[config.mk]
export PLATFORM = sky130hd
export DESIGN_NAME = fat12_queue
export DESIGN_NICKNAME = d
export VERILOG_FILES = /design/src/fat12_pkg.sv /design/src/fat12_queue.sv
export SDC_FILE = /design/constraint.sdc
export NUM_CORES = 1
export LEC_CHECK = 0
export ABC_AREA = 1
export BUFFER_PORTS_ARGS = -buffer_cell sky130_fd_sc_hd__buf_4
export CORE_UTILIZATION = 64
export CTS_BUF_LIST = sky130_fd_sc_hd__clkbuf_8
export DETAILED_ROUTE_END_ITERATION = 8
export GPL_TIMING_DRIVEN = 0
export PLACE_DENSITY_LB_ADDON = 0.25
export SETUP_SLACK_MARGIN = 0.1
export SYNTH_ARGS = -nofsm -noshare
export SYNTH_HDL_FRONTEND = slang
export SYNTH_SLANG_ARGS = --single-unit
[constraint.sdc]
create_clock -name clk -period 9.09 [get_ports clk]
set_clock_uncertainty 0.2 [all_clocks]
set_input_delay 2.2725 -clock clk [delete_from_list [all_inputs] [get_ports clk]]
set_output_delay 2.2725 -clock clk [all_outputs]
set_load 0.03 [all_outputs]
[src/fat12_pkg.sv]
package fat12_pkg;

  localparam int TABLE_BYTES_DEF = 8192;
  localparam int BURST_MAX_DEF   = 64;
  localparam int Q_DEPTH         = 4;

  localparam int IN_DATA_W  = 40;
  localparam int OUT_DATA_W = 32;
  localparam int CFG_AW     = 3;
  localparam int CFG_DW     = 32;

  localparam logic [1:0]  KIND_LOAD  = 2'd0;
  localparam logic [1:0]  KIND_START = 2'd1;
  localparam logic [1:0]  KIND_CONT  = 2'd2;

  localparam logic [0:0]  REG_BURST_LIMIT   = 1'b0;
  localparam logic [6:0]  BURST_LIMIT_RESET = 7'd64;
  localparam logic [11:0] END_MARK          = 12'hFF8;
  localparam logic [11:0] LINK_OOB          = 12'hFFF;

  typedef enum logic [1:0] {
    OP_LOAD,
    OP_START,
    OP_CONT
  } cmd_op_t;

  typedef struct packed {
    cmd_op_t     op;
    logic [12:0] addr;
    logic [7:0]  data;
    logic [11:0] first;
  } cmd_t;

  typedef struct packed {
    logic full;
    logic empty;
  } q_stat_t;

  typedef enum logic [2:0] {
    ST_IDLE,
    ST_LO,
    ST_HI,
    ST_LINK,
    ST_EMPTY
  } back_state_t;

endpackage

[src/fat12_queue.sv]
module fat12_queue (
  input  logic             clk,
  input  logic             rst_n,
  input  logic             push,
  input  fat12_pkg::cmd_t  push_cmd,
  input  logic             pop,
  output fat12_pkg::cmd_t  pop_cmd,
  output fat12_pkg::q_stat_t stat
);
  import fat12_pkg::*;

  localparam int QAW = $clog2(Q_DEPTH);
  localparam int QCW = $clog2(Q_DEPTH + 1);

  cmd_t           slot_r [Q_DEPTH];
  logic [QAW-1:0] wr_ptr_r, wr_ptr_nxt;
  logic [QAW-1:0] rd_ptr_r, rd_ptr_nxt;
  logic [QCW-1:0] cnt_r, cnt_nxt;
  logic           do_push, do_pop;

  assign stat.full  = (cnt_r == QCW'(Q_DEPTH));
  assign stat.empty = (cnt_r == '0);
  assign do_push    = push && !stat.full;
  assign do_pop     = pop && !stat.empty;
  assign pop_cmd    = slot_r[rd_ptr_r];

  always_comb begin
    wr_ptr_nxt = wr_ptr_r;
    rd_ptr_nxt = rd_ptr_r;
    cnt_nxt    = cnt_r;
    if (do_push) begin
      wr_ptr_nxt = (wr_ptr_r == QAW'(Q_DEPTH - 1)) ? '0 : wr_ptr_r + 1'b1;
    end
    if (do_pop) begin
      rd_ptr_nxt = (rd_ptr_r == QAW'(Q_DEPTH - 1)) ? '0 : rd_ptr_r + 1'b1;
    end
    case ({do_push, do_pop})
      2'b10:   cnt_nxt = cnt_r + 1'b1;
      2'b01:   cnt_nxt = cnt_r - 1'b1;
      default: cnt_nxt = cnt_r;
    endcase
  end

  always_ff @(posedge clk) begin
    if (!rst_n) begin
      wr_ptr_r <= '0;
      rd_ptr_r <= '0;
      cnt_r    <= '0;
    end else begin
      wr_ptr_r <= wr_ptr_nxt;
      rd_ptr_r <= rd_ptr_nxt;
      cnt_r    <= cnt_nxt;
    end
  end

  always_ff @(posedge clk) begin
    if (do_push) begin
      slot_r[wr_ptr_r] <= push_cmd;
    end
  end

endmodule

==> results.yml <==
status:
  status: "finished, final reports clean"
yosys:
  synth_top_family_by_area: "compound AO/OA/AOI/OAI gates"
  yosys.area_share.adder: 0.0167
  avgSynthCellArea_um2: 14.0
  yosysTopAreaCellShare: 0.738
  synth_area_leaders: "edfxtp_1, nor2_1, o22ai_1, o21ai_0, dfxtp_1"
  ys_types: 21
  synthMuxAreaShare: 0
  async_reset_ff_frac: 0
  synthFlopType: "edfxtp_1"
  syn_nets: 454
  ys_ff_latch: 149
  synth_xor_area_frac: 0
  ys_seq_area_frac: 0.770
  synth_edf_count: 140
  netlist_top_cells_count: "edfxtp_1, nor2_1, o21ai_0"
  netlist.top_cell.by_area: "edfxtp_1"
  synthCells: 408
  yosys.area_share.simple: 0.0697
  synth.most_common_cell: "edfxtp_1"
  synth_area_um2: 5690
  ys_warn_count: 0
  synth_compound_area_frac: 0.105
placed_design:
  place.gp.congestion: 0.706
  dp.cells: 595
  post-dp-hpwl_mm: 6.78
  pre_cts_ws_ns: 5.14
  portBuffers: 75
setup_path:
  crit_arrival_ns: 1.76
  critical_path_required_ns: 6.62
  cp-end-kind: "primary output"
  critPathCapture: "pop_cmd[34]"
  cp_max_fo: 10
  crit_type: "reg2out"
  r2r_cells: 12
  r2r-start: "cnt_r[1]"
  reg2reg_slack_ns: 6.96
  start_kind: "flip-flop"
  reg2reg_to: "cnt_r[2]"
pwr:
  power_density_nw_per_um2: 313
  peakVddDrop_mv: 0.183
  p_leak_nw: 2.56
  total_power_mw: 2.17
die:
  die_w_um: 96.3
  initial_core_util: 0.656
  pin_count: 76
  core_area_um2: 8680
  rows: 34
  die_area_um2: 9280
  fp.dieH_um: 96.3
global_route:
  grt_pass1_vias: 3484
  grt_usage: 0.260
  grt_remaining_overflow: 0
  grt_pass1_wl_mm: 16.7
  grt_start_max_net_pins: 30
  antenna_found_initial: 0
route:
  postRouteAntennaNets: 0
  wire_per_inst_um: 17.9
  wl_met3_um: 899
  routed_wl_mm: 11.2
  wl_met2_mm: 5.83
  drc: 0
  vias: 3558
  top_layer: "met4"
  drt-vias-per-instance: 5.68
  drtIter0Drc: 256
  met1_length_mm: 4.30
  firstDrtPassIters: 7
sta:
  holdWs_ns: 0.338
  hold_viol_final: 0
  period_needed_ns: 4.23
  fin_crit_sh: 0.466
  layout_setup_ws_ns: 4.86
  rsz0062_at_grt: "false"
  clock.fmax_mhz: 236
  worst_pin_slew_ns: 0.585
  finalSetupTns_ns: 0
  setup_viol: 0
  slew_viol_final: 0
  relSlewSlack: 0.609
clock_network:
  cts.clk_slew.worst_paths_ns: 0.07
  cts_root_buf: "clkbuf_8"
  cts-buffers-inserted: 17
  cts_resized: 0
  cts_hold_buf: 0
  clk_latency_ns: 0.43
  cts_setup_buffers: 0
  cts_max_level: 4
  clk_path_buf_depth: 2
  cts_tree: "built"
  clock_sinks: 149
min_path:
  min_path_type: "reg2reg"
finish:
  diodes: 0
  area_delta_synth_final_pct: 21.9
  fin_cells: 626
  drive_gt1_frac: 0.266
  nFillCells: 495
  layout.nets: 552
flow_run:
  timing.max_cap.violations: 0
registers in the layout, indices dropped and copies added, names as in the netlist, named ones only:
signal	cells
slot_r	140
rd_ptr_r	2
wr_ptr_r	2
cnt_r	3
power by group:
part	switching (mW)	leakage, nW	internal [mW]
Sequential	0.0237	1.36	0.825
Combinational	0.507	0.985	0.267
Clock	0.247	0.213	0.302
Total	0.778	2.56	1.39
layout make-up:
class,count,area [um2],area share
flip-flops and latches,149,4380,0.632
multi-input cells,220,1120,0.162
repair buffers,79,651,0.0937
clock buffers,17,234,0.0337
clock inverters,14,199,0.0287
plain buffers,21,148,0.0213
well taps,108,135,0.0195
inverters,18,70.1,0.0101
metal layers:
metal | GRT usage | vias to the layer above
met3 | 0.0782 | 17
met1 | 0.310 | 1671
li1 | - | 1694
met5 | 0 | -
met2 | 0.407 | 176
met4 | 0.181 | 0
how the worst min path moves through the flow:
stage / start / cells after the start / end / slack [ns]
after floorplan: rd_ptr_r[1] / 2 / flip-flop / 0.28
after global placement: rd_ptr_r[1] / 2 / rd_ptr_r[1] / 0.31
after detailed placement: rd_ptr_r[1] / 2 / flip-flop / 0.32
after CTS: rd_ptr_r[1] / 2 / rd_ptr_r[1] / 0.34
after global routing: rd_ptr_r[1] / 2 / flip-flop / 0.36
final: rd_ptr_r[1] / 2 / rd_ptr_r[1] / 0.34
stage by stage:
stage,util,instance area [um2]
final,0.800,6940
after global routing,0.800,6940
after CTS,0.800,6940
after detailed placement,0.750,6510
after global placement,0.736,6390
after floorplan,-,5690
kinds of logic (layout without fill, tap and decap cells):
kind of cell               after synthesis  count (layout)
buffers and inverters                   39             149
AOI/OAI and AO/OA                      111             111
and+or+nand+nor                        102             102
DFF                                    149             149
adders and majority gates                7               7
layout by cell type, fill, tap and decap left out, types with 2 or more instances in the layout:
| cell type | Yosys | final |
|---|---|---|
| a21oi_1 | 4 | 4 |
| o22ai_1 | 35 | 35 |
| edfxtp_1 | 140 | 140 |
| nor2_1 | 84 | 80 |
| buf_12 | 0 | 3 |
| buf_2 | 7 | 7 |
| clkinvlp_4 | 0 | 2 |
| dfxtp_1 | 9 | 9 |
| bufinv_16 | 0 | 4 |
| buf_4 | 12 | 87 |
| o21ai_0 | 38 | 38 |
| ha_1 | 6 | 6 |
| inv_6 | 0 | 4 |
| nor2_4 | 0 | 4 |
| o21ai_1 | 34 | 34 |
| inv_1 | 16 | 16 |
| nand3_1 | 2 | 2 |
| nand2_1 | 12 | 12 |
| buf_6 | 2 | 2 |
| clkbuf_8 | 0 | 17 |
critical path: stages, from the launching register on:
cell and delay [ns]:
dfxtp_1 0.53, inv_2 0.17, buf_4 0.21, o21ai_0 0.11
o22ai_1 0.12, buf_4 0.18
Power figures use the tool's default switching activity.
